[src/rtl/assert_macros.svh]
// ----------------------------------------------------------------------------
// Assertion macros shared by the RTL of the glob matcher.
// Each macro checks one implication on the rising edge of clk and is
// disabled while rst_n is low.
// ----------------------------------------------------------------------------
`ifndef ASSERT_MACROS_SVH
`define ASSERT_MACROS_SVH

// Same-cycle implication.
`define GWM_ASSERT_NOW(label, pre, post, msg) \
  label: assert property (@(posedge clk) disable iff (!rst_n) (pre) |-> (post)) \
    else $error(msg);

// Next-cycle implication.
`define GWM_ASSERT_NEXT(label, pre, post, msg) \
  label: assert property (@(posedge clk) disable iff (!rst_n) (pre) |=> (post)) \
    else $error(msg);

`endif

[src/rtl/gwm_pkg.sv]
// ----------------------------------------------------------------------------
// gwm_pkg
// Constants, widths and inter-module types of the glob matcher.
// ----------------------------------------------------------------------------
`timescale 1ns / 1ps

package gwm_pkg;

  // Pattern storage depth and derived widths.
  localparam int PatLen = 64;
  localparam int AddrW  = $clog2(PatLen);
  localparam int PosW   = $clog2(PatLen + 1);

  // Pattern syntax bytes.
  localparam logic [7:0] ChBang  = 8'h21;  // '!'
  localparam logic [7:0] ChBsl   = 8'h5C;  // backslash
  localparam logic [7:0] ChStar  = 8'h2A;  // '*'
  localparam logic [7:0] ChQmark = 8'h3F;  // '?'
  localparam logic [7:0] ChLbr   = 8'h5B;  // '['
  localparam logic [7:0] ChRbr   = 8'h5D;  // ']'
  localparam logic [7:0] ChDash  = 8'h2D;  // '-'

  // Request kinds carried in in_tuser.
  localparam logic ReqPattern = 1'b0;
  localparam logic ReqName    = 1'b1;

  // Command from the controller to the scan unit.
  typedef struct packed {
    logic       start;  // begin a pass over the stored pattern
    logic       cons;   // 1: consume a name byte, 0: restart the live set
    logic [7:0] ch;     // name byte to consume
  } scan_cmd_t;

  // Status from the scan unit to the controller.
  typedef struct packed {
    logic done;     // pass finished, live set updated this edge
    logic end_hit;  // live set accepts end of name
  } scan_stat_t;

endpackage

[src/rtl/gwm_store.sv]
// ----------------------------------------------------------------------------
// gwm_store
// Pattern byte memory: one write port and one read port, read data
// registered.
// ----------------------------------------------------------------------------
`timescale 1ns / 1ps

module gwm_store (
  input  logic                     clk,
  input  logic                     we,
  input  logic [gwm_pkg::AddrW-1:0] waddr,
  input  logic [7:0]               wdata,
  input  logic                     re,
  input  logic [gwm_pkg::AddrW-1:0] raddr,
  output logic [7:0]               rdata_r
);
  import gwm_pkg::*;

  logic [7:0] mem [PatLen];

  // Synchronous write and registered read.
  always_ff @(posedge clk) begin
    if (we) begin
      mem[waddr] <= wdata;
    end
    if (re) begin
      rdata_r <= mem[raddr];
    end
  end

endmodule

[src/rtl/gwm_scan.sv]
// ----------------------------------------------------------------------------
// gwm_scan
// Walks the stored pattern one byte per cycle, parses it into tokens and
// builds the next live position set from the current one.
// ----------------------------------------------------------------------------
`timescale 1ns / 1ps

module gwm_scan (
  input  logic                      clk,
  input  logic                      rst_n,
  input  gwm_pkg::scan_cmd_t        cmd,
  input  logic [gwm_pkg::PosW-1:0]  count,
  input  logic                      last_bsl,
  output logic                      re,
  output logic [gwm_pkg::AddrW-1:0] raddr,
  input  logic [7:0]                rdata,
  output gwm_pkg::scan_stat_t       stat
);
  import gwm_pkg::*;

  typedef enum logic [2:0] {
    P_TOK, P_BSL, P_CLS0, P_CLS, P_RNG
  } pstate_t;

  pstate_t         ps_r, ps_nxt;
  logic            run_r, dv_r, cons_r;
  logic [7:0]      ch_r;
  logic [PosW-1:0] rd_pos_r, dpos_r;
  logic [PatLen:0] live_r, nxt_r, nxt_nxt, fin;
  logic            act_r, act_nxt, inv_r, inv_nxt, hit_r, hit_nxt;
  logic            pok_r, pok_nxt;
  logic [7:0]      prev_r, prev_nxt;
  logic            lv, a, cls_go, finish;
  logic [PosW-1:0] q1, cm1;

  // Read address generation.
  assign re    = run_r && (rd_pos_r < count);
  assign raddr = rd_pos_r[AddrW-1:0];

  // Pass ends once every byte has been read and parsed.
  assign finish = run_r && !dv_r && (rd_pos_r == count);

  // Token parser on the returning byte stream.
  always_comb begin
    nxt_nxt  = nxt_r;
    ps_nxt   = ps_r;
    act_nxt  = act_r;
    inv_nxt  = inv_r;
    hit_nxt  = hit_r;
    pok_nxt  = pok_r;
    prev_nxt = prev_r;
    q1       = dpos_r + PosW'(1);
    lv       = live_r[dpos_r];
    a        = cons_r && lv;
    cls_go   = 1'b0;
    if (run_r && dv_r) begin
      case (ps_r)
        P_TOK: begin
          case (rdata)
            ChStar: begin
              if (a) nxt_nxt[dpos_r] = 1'b1;
              if (nxt_nxt[dpos_r]) nxt_nxt[q1] = 1'b1;
            end
            ChQmark: begin
              if (a) nxt_nxt[q1] = 1'b1;
            end
            ChBsl: begin
              act_nxt = a;
              ps_nxt  = P_BSL;
            end
            ChLbr: begin
              act_nxt = a;
              inv_nxt = 1'b0;
              hit_nxt = 1'b0;
              pok_nxt = 1'b0;
              ps_nxt  = P_CLS0;
            end
            default: begin
              if (a && rdata == ch_r) nxt_nxt[q1] = 1'b1;
            end
          endcase
        end
        P_BSL: begin
          if (act_r && rdata == ch_r) nxt_nxt[q1] = 1'b1;
          ps_nxt = P_TOK;
        end
        P_CLS0: begin
          if (rdata == ChBang) begin
            inv_nxt = 1'b1;
            ps_nxt  = P_CLS;
          end else begin
            cls_go = 1'b1;
          end
        end
        P_CLS: begin
          cls_go = 1'b1;
        end
        P_RNG: begin
          if (pok_r && ch_r >= prev_r && ch_r <= rdata) hit_nxt = 1'b1;
          prev_nxt = rdata;
          pok_nxt  = 1'b1;
          ps_nxt   = P_CLS;
        end
        default: ps_nxt = P_TOK;
      endcase
      // Class body byte.
      if (cls_go) begin
        if (rdata == ChRbr) begin
          if (act_r && (hit_r != inv_r)) nxt_nxt[q1] = 1'b1;
          ps_nxt = P_TOK;
        end else if (rdata == ChDash) begin
          ps_nxt = P_RNG;
        end else begin
          if (rdata == ch_r) hit_nxt = 1'b1;
          prev_nxt = rdata;
          pok_nxt  = 1'b1;
        end
      end
    end
  end

  // A class left open at pattern end closes there.
  always_comb begin
    fin = nxt_r;
    if ((ps_r == P_CLS0 || ps_r == P_CLS || ps_r == P_RNG)
        && act_r && (hit_r != inv_r)) begin
      fin[count] = 1'b1;
    end
  end

  // End of name is accepted at the pattern end or on a trailing backslash.
  assign cm1            = count - PosW'(1);
  assign stat.done      = finish;
  assign stat.end_hit   = live_r[count] || (last_bsl && count != '0 && live_r[cm1]);

  // Pass control, parser state and live set.
  always_ff @(posedge clk) begin
    if (!rst_n) begin
      run_r  <= 1'b0;
      dv_r   <= 1'b0;
      ps_r   <= P_TOK;
      live_r <= (PatLen + 1)'(1);
    end else begin
      dv_r   <= re;
      dpos_r <= rd_pos_r;
      if (re) rd_pos_r <= rd_pos_r + PosW'(1);
      ps_r   <= ps_nxt;
      act_r  <= act_nxt;
      inv_r  <= inv_nxt;
      hit_r  <= hit_nxt;
      pok_r  <= pok_nxt;
      prev_r <= prev_nxt;
      nxt_r  <= nxt_nxt;
      if (finish) begin
        live_r <= fin;
        run_r  <= 1'b0;
      end
      if (cmd.start) begin
        run_r    <= 1'b1;
        rd_pos_r <= '0;
        dv_r     <= 1'b0;
        ps_r     <= P_TOK;
        act_r    <= 1'b0;
        cons_r   <= cmd.cons;
        ch_r     <= cmd.ch;
        nxt_r    <= cmd.cons ? '0 : (PatLen + 1)'(1);
      end
    end
  end

endmodule

[src/rtl/wildcard_glob_matcher_unit.sv]
// ----------------------------------------------------------------------------
// wildcard_glob_matcher_unit
// Loads a glob pattern and matches names against it byte by byte.
// ----------------------------------------------------------------------------
// A pattern word is stored as it is taken. A pattern terminator and a name
// byte each run one pass over the stored pattern (two passes when a name
// byte ends loading), and a name terminator runs a restart pass once the
// output is free (after one more pass when it ends loading). The stored
// pattern holds 0 to 64 bytes. The pattern memory's single read port
// delivers one pattern byte per cycle to the token parser.
// The result word goes to an output register, so a new input word is
// taken while a result still waits.
`timescale 1ns / 1ps

module wildcard_glob_matcher_unit (
  input  logic       clk,
  input  logic       rst_n,
  input  logic       in_tvalid,
  output logic       in_tready,
  input  logic [7:0] in_tdata,   // [7:0] byte_value
  input  logic       in_tuser,   // [0] req_type
  output logic       out_tvalid,
  input  logic       out_tready,
  output logic [7:0] out_tdata   // [0] matched, [1] pattern_overflow, rest zero
);
  import gwm_pkg::*;
  `include "assert_macros.svh"

  typedef enum logic [1:0] {C_IDLE, C_SCAN, C_END} cstate_t;
  typedef enum logic [1:0] {F_NONE, F_CONS, F_END} follow_t;

  cstate_t         cs_r;
  follow_t         fol_r;
  logic [PosW-1:0] cnt_r, ld_cnt;
  logic            ovf_r, loading_r, last_bsl_r;
  logic [7:0]      ch_r;
  logic            omatch_r, oovf_r, ovalid_r;
  logic            acc, we, re, out_free;
  logic [AddrW-1:0] raddr;
  logic [7:0]      rdata;
  scan_cmd_t       cmd;
  scan_stat_t      stat;

  assign in_tready  = (cs_r == C_IDLE);
  assign acc        = in_tvalid && in_tready;
  assign out_tvalid = ovalid_r;
  assign out_tdata  = {6'd0, oovf_r, omatch_r};
  assign out_free   = !ovalid_r || out_tready;
  assign ld_cnt     = loading_r ? cnt_r : '0;
  assign we         = acc && in_tuser == ReqPattern && in_tdata != '0 && ld_cnt < PatLen;

  // Scan commands issued by the controller.
  always_comb begin
    cmd = '{start: 1'b0, cons: 1'b0, ch: ch_r};
    case (cs_r)
      C_IDLE: begin
        if (acc) begin
          if (in_tuser == ReqPattern) begin
            cmd.start = (in_tdata == '0);
          end else if (loading_r) begin
            cmd.start = 1'b1;
          end else if (in_tdata != '0) begin
            cmd.start = 1'b1;
            cmd.cons  = 1'b1;
            cmd.ch    = in_tdata;
          end
        end
      end
      C_SCAN: begin
        if (stat.done && fol_r == F_CONS) begin
          cmd.start = 1'b1;
          cmd.cons  = 1'b1;
        end
      end
      C_END: begin
        cmd.start = out_free;
      end
      default: cmd.start = 1'b0;
    endcase
  end

  gwm_store u_store (
    .clk     (clk),
    .we      (we),
    .waddr   (ld_cnt[AddrW-1:0]),
    .wdata   (in_tdata),
    .re      (re),
    .raddr   (raddr),
    .rdata_r (rdata)
  );

  gwm_scan u_scan (
    .clk      (clk),
    .rst_n    (rst_n),
    .cmd      (cmd),
    .count    (cnt_r),
    .last_bsl (last_bsl_r),
    .re       (re),
    .raddr    (raddr),
    .rdata    (rdata),
    .stat     (stat)
  );

  // Controller state, pattern bookkeeping and the result register.
  always_ff @(posedge clk) begin
    if (!rst_n) begin
      cs_r       <= C_IDLE;
      fol_r      <= F_NONE;
      cnt_r      <= '0;
      ovf_r      <= 1'b0;
      loading_r  <= 1'b1;
      last_bsl_r <= 1'b0;
      ovalid_r   <= 1'b0;
    end else begin
      if (ovalid_r && out_tready) ovalid_r <= 1'b0;
      case (cs_r)
        C_IDLE: begin
          if (acc) begin
            ch_r <= in_tdata;
            if (in_tuser == ReqPattern) begin
              if (!loading_r) begin
                loading_r <= 1'b1;
                ovf_r     <= 1'b0;
                cnt_r     <= '0;
              end
              if (in_tdata == '0) begin
                loading_r <= 1'b0;
                fol_r     <= F_NONE;
                cs_r      <= C_SCAN;
              end else if (ld_cnt < PatLen) begin
                cnt_r      <= ld_cnt + PosW'(1);
                last_bsl_r <= (in_tdata == ChBsl);
              end else begin
                ovf_r <= 1'b1;
              end
            end else if (loading_r) begin
              loading_r <= 1'b0;
              fol_r     <= (in_tdata != '0) ? F_CONS : F_END;
              cs_r      <= C_SCAN;
            end else if (in_tdata != '0) begin
              fol_r <= F_NONE;
              cs_r  <= C_SCAN;
            end else begin
              cs_r <= C_END;
            end
          end
        end
        C_SCAN: begin
          if (stat.done) begin
            case (fol_r)
              F_CONS:  fol_r <= F_NONE;
              F_END:   cs_r  <= C_END;
              default: cs_r  <= C_IDLE;
            endcase
          end
        end
        C_END: begin
          if (out_free) begin
            ovalid_r <= 1'b1;
            omatch_r <= stat.end_hit;
            oovf_r   <= ovf_r;
            fol_r    <= F_NONE;
            cs_r     <= C_SCAN;
          end
        end
        default: cs_r <= C_IDLE;
      endcase
    end
  end

  // Checks on the controller and scan unit.
  `GWM_ASSERT_NOW(a_done_in_scan, stat.done, cs_r == C_SCAN, "scan finished outside a pass")
  `GWM_ASSERT_NOW(a_cnt_range, 1'b1, cnt_r <= PatLen, "pattern count beyond storage")
  `GWM_ASSERT_NEXT(a_name_starts_scan, acc && in_tuser == ReqName && in_tdata != '0,
                   cs_r == C_SCAN, "name word did not start a pass")
  `GWM_ASSERT_NOW(a_no_start_busy, cmd.start && cs_r == C_SCAN, stat.done,
                  "pass started while another runs")

endmodule
[config.mk]
export PLATFORM = sky130hd
export DESIGN_NAME = wildcard_glob_matcher_unit
export DESIGN_NICKNAME = d
export VERILOG_FILES = /design/src/rtl/gwm_pkg.sv /design/src/rtl/gwm_store.sv /design/src/rtl/gwm_scan.sv /design/src/rtl/wildcard_glob_matcher_unit.sv
export VERILOG_INCLUDE_DIRS = /design/src /design/src/rtl
export SDC_FILE = /design/constraint.sdc
export NUM_CORES = 1
export LEC_CHECK = 0
export BUFFER_PORTS_ARGS = -buffer_cell sky130_fd_sc_hd__clkbuf_2
export CAP_MARGIN = 20
export CORE_MARGIN = 5
export CORE_UTILIZATION = 40
export CTS_CLUSTER_SIZE = 25
export DETAILED_ROUTE_END_ITERATION = 12
export PLACE_DENSITY = 0.54
export SLEW_MARGIN = 20
export SYNTH_ARGS = -nofsm -noshare
export SYNTH_HDL_FRONTEND = slang
export SYNTH_SLANG_ARGS = --single-unit
[constraint.sdc]
create_clock -name clk -period 9.8 [get_ports clk]
set_input_delay 0.98 -clock clk [delete_from_list [all_inputs] [get_ports clk]]
set_output_delay 0.98 -clock clk [all_outputs]
set_load 0.01 [all_outputs]
==> impl_metrics.py, run 1 <==
metrics = {
    "status": {
        "status": "complete, no violations",
    },
    "critical_path": {
        "r2r_start": "u_scan.dpos_r[0]$_DFFE_PP_",
        "cp_max_fo": 52,
        "cp.arrival_ps": 5600,
        "crit_type": "reg2reg",
        "ff2ff_setup_slack_ps": 4650,
        "rr_worst_depth": 9,
        "r2r-end": "u_scan.nxt_r[5]$_SDFFCE_PP0P_",
        "end_kind": "flop",
        "crit_path_cell_trace": "buf_4 > nand2b_1 > o21ai_1 > a221oi_2 > o22a_1 > a31o_2 > nor3_2 > a2111oi_0 > o32ai_1",
        "start_kind": "flop",
        "crit_required_ps": 10250,
        "cp_slowest_cell": "nor3_2",
        "slowest_delay_ps": 1000,
        "worst-path-buf-inv": 1,
        "cp_top_family": "compound AO/OA/AOI/OAI gates",
    },
    "detailed_routing": {
        "routed_wl_microns": 108000,
        "num_vias": 23400,
        "via_per_inst": 6.37,
        "drtPass1Iterations": 8,
        "wl_per_cell_microns": 29.4,
        "drc": 0,
        "ant_nets": 0,
        "first_iter_violations": 2887,
    },
    "layout": {
        "antennaDiodeCount": 0,
        "nNetsFinal": 2500,
        "final_cells": 3673,
        "area_growth_pct": 10.9,
        "drive_gt1_share_pct": 17.7,
    },
    "clock_network": {
        "cts_setup_buffers": 0,
        "cts_sinks": 715,
        "numCtsBuffers": 80,
        "cts_tree": "yes",
        "cts_root_buf": "clkbuf_16",
        "cts_resized": 0,
        "clock_path_buffers": 3,
        "cts_hold_buf": 0,
        "h-tree-depth": 3,
        "insertion_delay_ps": 660,
        "path_clk_slew_ps": 60,
    },
    "synth": {
        "synth-edff-count": 630,
        "ys_seq_area_share_pct": 59.4,
        "syn_inst": 2489,
        "synth_top_cells_by_count": "edfxtp_1 (630), nor2_1 (262), mux4_2 (199)",
        "ys.warnings.count": 0,
        "yosys-top-cells-area": "edfxtp_1 (55%), mux4_2 (13%), dfxtp_1 (4.9%)",
        "synth_most_common_cell": "edfxtp_1",
        "synthArstFlopShare_pct": 0,
        "synth_top_area_cell": "edfxtp_1",
        "ys.flop_type": "edfxtp_1",
        "ys_types": 100,
        "syn_avg_cell_area_sq_um": 13.9,
        "syn_area_sq_um": 34700,
        "ys_ff_latch": 715,
        "synth.top_cell.area_share_pct": 54.5,
    },
    "timing": {
        "setup_viol": 0,
        "setup_slack_ps": 4650,
        "fin_skew_ps": 57.6,
        "period_share_pct": 52.6,
        "worst_pin_slew_ps": 1230,
        "timing.hold.ws_ps": 516,
        "rsz0062_at_grt": "no",
        "slew_headroom_pct": 17.1,
        "fmax_mhz": 194,
        "slew_violations": 0,
        "hold_violations": 0,
        "setup_tns_ps": 0,
        "fin_crit_ps": 5150,
    },
    "grt": {
        "grt_pass1_wl_microns": 159000,
        "grt_pass1_vias": 22700,
        "grt_max_degree": 92,
        "grtUsageTotal_pct": 22.6,
        "antenna_found_initial": 4,
        "grt_overflow": 0,
    },
    "placement": {
        "port_buffers": 16,
        "pre_cts_ws_ps": 4560,
        "dp_hpwl_microns": 71400,
        "gp_congestion": 0.946,
        "dp.cells": 3528,
    },
    "floorplan": {
        "start_util_pct": 40.1,
        "die_y_microns": 305,
        "rows": 108,
        "top_level_ports": 23,
        "dieArea_sq_um": 92700,
        "core_sq_um": 86500,
        "die_x_microns": 305,
    },
    "power_and_ir_drop": {
        "ir_drop_uv": 129,
        "p_leak_uw": 0.0121,
        "power_density_nw_per_um2": 178,
    },
    "min_path": {
        "holdPathEnd": "u_scan.dpos_r[6]$_DFFE_PP_",
        "min_path_cells": 0,
        "hold_class": "reg2reg",
        "worstHoldStart": "u_scan.rd_pos_r[6]$_SDFFCE_PP0P_",
    },
    "job": {
        "maxCapViolCount": 0,
    },
}
-- cell type report --
class	instances	area, sq um
Clock inverter	40	389
Inverter	38	143
Fill cell	7657	48000
Sequential cell	715	20600
Clock buffer	105	2200
Multi-Input combinational cell	1554	13200
Tap cell	1155	1450
Timing Repair Buffer	66	459
-- registers in the layout, summed over array words and instances, names as in the netlist, 2 cells and up --
name and flops:
u_store.rdata_r 8, u_scan.ps_r 3, fol_r 2, cnt_r 7
u_scan.dpos_r 7, u_store.mem 512, u_scan.live_r 65, cs_r 2
u_scan.rd_pos_r 7, u_scan.ch_r 8, ch_r 8, u_scan.prev_r 8
u_scan.nxt_r 65
-- per-stage QoR --
stage | total power (uW) | cell area, sq um | utilization [%]
3_3_place_gp | 3930 | 35800 | 41.4
2_1_floorplan | 3740 | 34700 | -
4_1_cts | 6910 | 38400 | 44.5
6_report | 6860 | 38500 | 44.5
3_5_place_dp | 3930 | 35900 | 41.5
5_1_grt | 7080 | 38500 | 44.5
-- how the worst max path moves through the flow --
stage / startpoint / to / slack, ps / cells after the start
2_1_floorplan: u_scan.rd_pos_r[0]$_SDFFCE_PP0P_ / u_scan.nxt_r[0]$_DFFE_PP_ / 4930 / 13
5_1_grt: u_scan.dpos_r[0]$_DFFE_PP_ / u_scan.nxt_r[5]$_SDFFCE_PP0P_ / 4500 / 10
3_3_place_gp: in_tdata[2] / u_store.mem[5][1]$_DFFE_PP_ / 4620 / 8
4_1_cts: u_scan.dpos_r[0]$_DFFE_PP_ / u_scan.nxt_r[5]$_SDFFCE_PP0P_ / 4830 / 10
6_report: u_scan.dpos_r[0]$_DFFE_PP_ / u_scan.nxt_r[5]$_SDFFCE_PP0P_ / 4650 / 9
3_5_place_dp: in_tdata[3] / u_store.mem[5][4]$_DFFE_PP_ / 4560 / 8
-- cell families after synthesis --
logic type                 count (synthesis)  share of synthesized area (%)
xor gates and xnor gates                  19                          0.480
AOI/OAI and AO/OA                        622                           13.0
buffers and inverters                    225                           2.81
DFF                                      715                           59.4
other                                      1                         0.0108
muxes                                    262                           14.8
adders and majority gates                 32                           1.15
and+or+nand+nor                          613                           8.36
-- per-layer routing --
metal	wire length [microns]	share of wire [%]	GRT usage (%)	vias to the layer above
li1	-	-	-	9991
met1	45800	42	32.7	11900
met2	48900	45	35.0	1248
met3	9400	8.7	4.42	251
met4	4030	3.7	6.99	2
met5	7	0.0065	0	-
-- power by group --
part	internal, uW	leakage, uW	total, uW	switching [uW]
sequential	3350	0.00638	3390	41.8
combinational	169	0.00446	487	317
clock	1730	0.00126	2990	1260
total	5240	0.0121	6860	1620
-- placed cells by master (no fill, tap or decap), types with 19 or more instances in the layout --
cell type | netlist | final
nor2_1 | 262 | 262
ha_1 | 32 | 32
mux4_2 | 199 | 199
mux2i_1 | 51 | 51
buf_4 | 16 | 49
o31ai_1 | 22 | 22
edfxtp_1 | 630 | 630
dfxtp_1 | 85 | 84
a31oi_1 | 22 | 22
nor2b_1 | 26 | 25
a211oi_1 | 103 | 103
nand2_1 | 110 | 109
o32ai_1 | 27 | 27
a21oi_1 | 84 | 82
and3_1 | 19 | 19
nor3_1 | 39 | 33
nand3_1 | 52 | 51
o21ai_0 | 86 | 86
inv_1 | 36 | 36
a22o_1 | 19 | 19
a211o_1 | 41 | 41
clkbuf_16 | 0 | 83
a22oi_1 | 40 | 40
o22ai_1 | 23 | 22
Note: power is estimated with default switching activity, not from simulation.
==> inputs of run 2 (changes only) <==
==> constraint.sdc (replaced) <==
create_clock -name clk -period 4.8 [get_ports clk]
set_input_delay 0.48 -clock clk [delete_from_list [all_inputs] [get_ports clk]]
set_output_delay 0.48 -clock clk [all_outputs]
set_load 0.01 [all_outputs]
==> run 2 against run 1 <==
Register-to-register slack got worse by 4300 ps. Clock-buffer cell count rose by 2. Final cell count rose by 1.3%. Clock power rose by 100%. Non-clock buffer count rose by 53. Hold slack got worse by 340 ps. Setup slack got worse by 4300 ps.
==> impl_metrics.py, run 2 (synthesis gave the netlist of run 1 again) <==
metrics = {
    "layout": {
        "largestRegisters": "u_store.mem (512), u_scan.live_r (65), u_scan.nxt_r (65)",
        "num-fill-cells": 7655,
        "fin_area_sq_um": 38900,
        "final_common_cell": "edfxtp_1",
        "regMostFlops": "u_store.mem",
        "area_growth_pct": 12.0,
        "antennaDiodeCount": 0,
        "largest_register_ffs": 512,
        "drive_gt1_share_pct": 18.9,
        "final_cell_mix": "edfxtp_1 (630), nor2_1 (262), mux4_2 (199), nand2_1 (109), a211oi_1 (103)",
        "nNetsFinal": 2552,
        "final_cells": 3720,
    },
    "timing": {
        "fin_skew_ps": 40.4,
        "period_share_pct": 93.7,
        "worst_pin_slew_ps": 1110,
        "slew_violations": 0,
        "setup_slack_ps": 305,
        "hold_violations": 0,
        "setup_viol": 0,
        "setup_tns_ps": 0,
        "fin_crit_ps": 4500,
        "rsz0062_at_grt": "no",
        "slew_headroom_pct": 25.5,
        "fmax_mhz": 222,
    },
    "clock_network": {
        "path_clk_slew_ps": 60,
        "insertion_delay_ps": 670,
        "clock_path_buffers": 3,
        "cts_hold_buf": 0,
        "cts_root_buf": "clkbuf_16",
        "cts_tree": "yes",
        "cts_setup_buffers": 0,
        "h-tree-depth": 3,
        "numCtsBuffers": 79,
        "cts_sinks": 715,
    },
    "floorplan": {
        "dieArea_sq_um": 92700,
        "die_x_microns": 305,
        "core_sq_um": 86500,
        "start_util_pct": 40.1,
        "top_level_ports": 23,
        "die_y_microns": 305,
        "rows": 108,
    },
    "grt": {
        "grtUsageTotal_pct": 23.3,
        "antenna_found_initial": 2,
        "grt_pass1_wl_microns": 163000,
        "grt_overflow": 0,
        "grt_max_degree": 132,
        "grt_pass1_vias": 23100,
    },
    "critical_path": {
        "end_kind": "flop",
        "crit_path_cell_trace": "buf_4 > mux2i_1 > o2bb2ai_1 > a221oi_2 > o22ai_1 > o311ai_4 > o41a_1 > nor3_1 > a2111oi_0 > o22ai_1",
        "start_kind": "flop",
        "crit_required_ps": 5190,
        "cpMostUsedCell": "o22ai_1",
        "worst-path-buf-inv": 1,
        "cp_slowest_cell": "edfxtp_1",
        "crit_type": "reg2reg",
        "cp_max_fo": 39,
        "slowest_delay_ps": 760,
        "cp_top_family": "compound AO/OA/AOI/OAI gates",
        "cp.arrival_ps": 4880,
    },
    "detailed_routing": {
        "drtPass1Iterations": 5,
        "wl_per_cell_microns": 29.7,
        "num_vias": 23600,
        "via_per_inst": 6.36,
        "first_iter_violations": 2963,
        "drc": 0,
        "routed_wl_microns": 111000,
        "ant_nets": 0,
    },
    "min_path": {
        "hold_class": "in2reg",
    },
    "power_and_ir_drop": {
        "power_density_nw_per_um2": 359,
        "ir_drop_uv": 253,
        "p_leak_uw": 0.0124,
    },
    "placement": {
        "post_dp_cell_area_sq_um": 36300,
        "port_buffers": 16,
        "pre_cts_ws_ps": 423,
        "dp_hpwl_microns": 75200,
        "dp.cells": 3581,
        "gp_congestion": 0.928,
    },
    "status": {
        "status": "complete, no violations",
    },
    "job": {
        "maxCapViolCount": 0,
    },
}
==> run 2: cell types whose count changed in the layout (fill, tap and decap cells not counted), sizes merged <==
cell / delta
buf: +53
bufinv: -1
clkbuf: +2
clkinv: -5
clkinvlp: -3
inv: +1
==> run 2: stage by stage <==
| stage | util (%) | total power (uW) | hold slack, ps |
|---|---|---|---|
| 3_3_place_gp | 42.0 | 8060 | 494 |
| 4_1_cts | 44.9 | 14100 | 138 |
| 5_1_grt | 44.9 | 14400 | 171 |
| 3_5_place_dp | 42.0 | 8070 | 518 |
| 2_1_floorplan | - | 7630 | 409 |
| 6_report | 44.9 | 13900 | 175 |
==> run 2: final cells by class <==
type                    instances  area [sq um]  area share (%)
clock buffers                 107          2200            5.65
multi-input cells            1554         13200            34.0
inverters                      38           143           0.367
clock inverters                32           329           0.847
repair buffers                119           920            2.37
well taps                    1155          1450            3.72
flip-flops and latches        715         20600            53.1
==> run 2: layer usage <==
layer  wire length [microns]  vias to the layer above  global-route usage (%)  share of wire (%)
met5                       0                        -                       0                  0
met4                    3620                        0                    7.05                3.3
met3                    8940                      219                    4.25                8.1
met2                   50000                     1178                    36.0                 45
met1                   48100                    12100                    33.9                 43
li1                        -                    10100                       -                  -
==> run 2: worst paths after layout <==
check,start,to,slack (ps),cells past startpoint
max,u_scan.dpos_r[1]$_DFFE_PP_,u_scan.nxt_r[54]$_SDFFCE_PP0P_,300,10
min,out_tready,out_tvalid$_SDFF_PN0_,170,3
max reg2reg,u_scan.dpos_r[1]$_DFFE_PP_,u_scan.nxt_r[54]$_SDFFCE_PP0P_,300,10
min reg2reg,ovf_r$_SDFFE_PN0P_,oovf_r$_DFFE_PP_,520,0
==> run 2: what timing repair did <==
action / in CTS / in global routing
gates resized for setup: 0 / 1
setup endpoints to repair: 0 / 1
hold endpoints to repair: 0 / 0
==> run 2: power by group <==
part | internal, uW | leakage (uW) | total (uW) | switching (uW)
sequential | 6830 | 0.00638 | 6930 | 92.6
combinational | 369 | 0.00475 | 1020 | 654
clock | 3440 | 0.00123 | 6000 | 2550
total | 10600 | 0.0124 | 13900 | 3300
==> run 2: tightest hold or removal path, delay by kind of cell <==
kind                   cells  cell delay (ps)
and+or+nand+nor            1               50
buffers and inverters      1               80
AOI/OAI and AO/OA          1              170
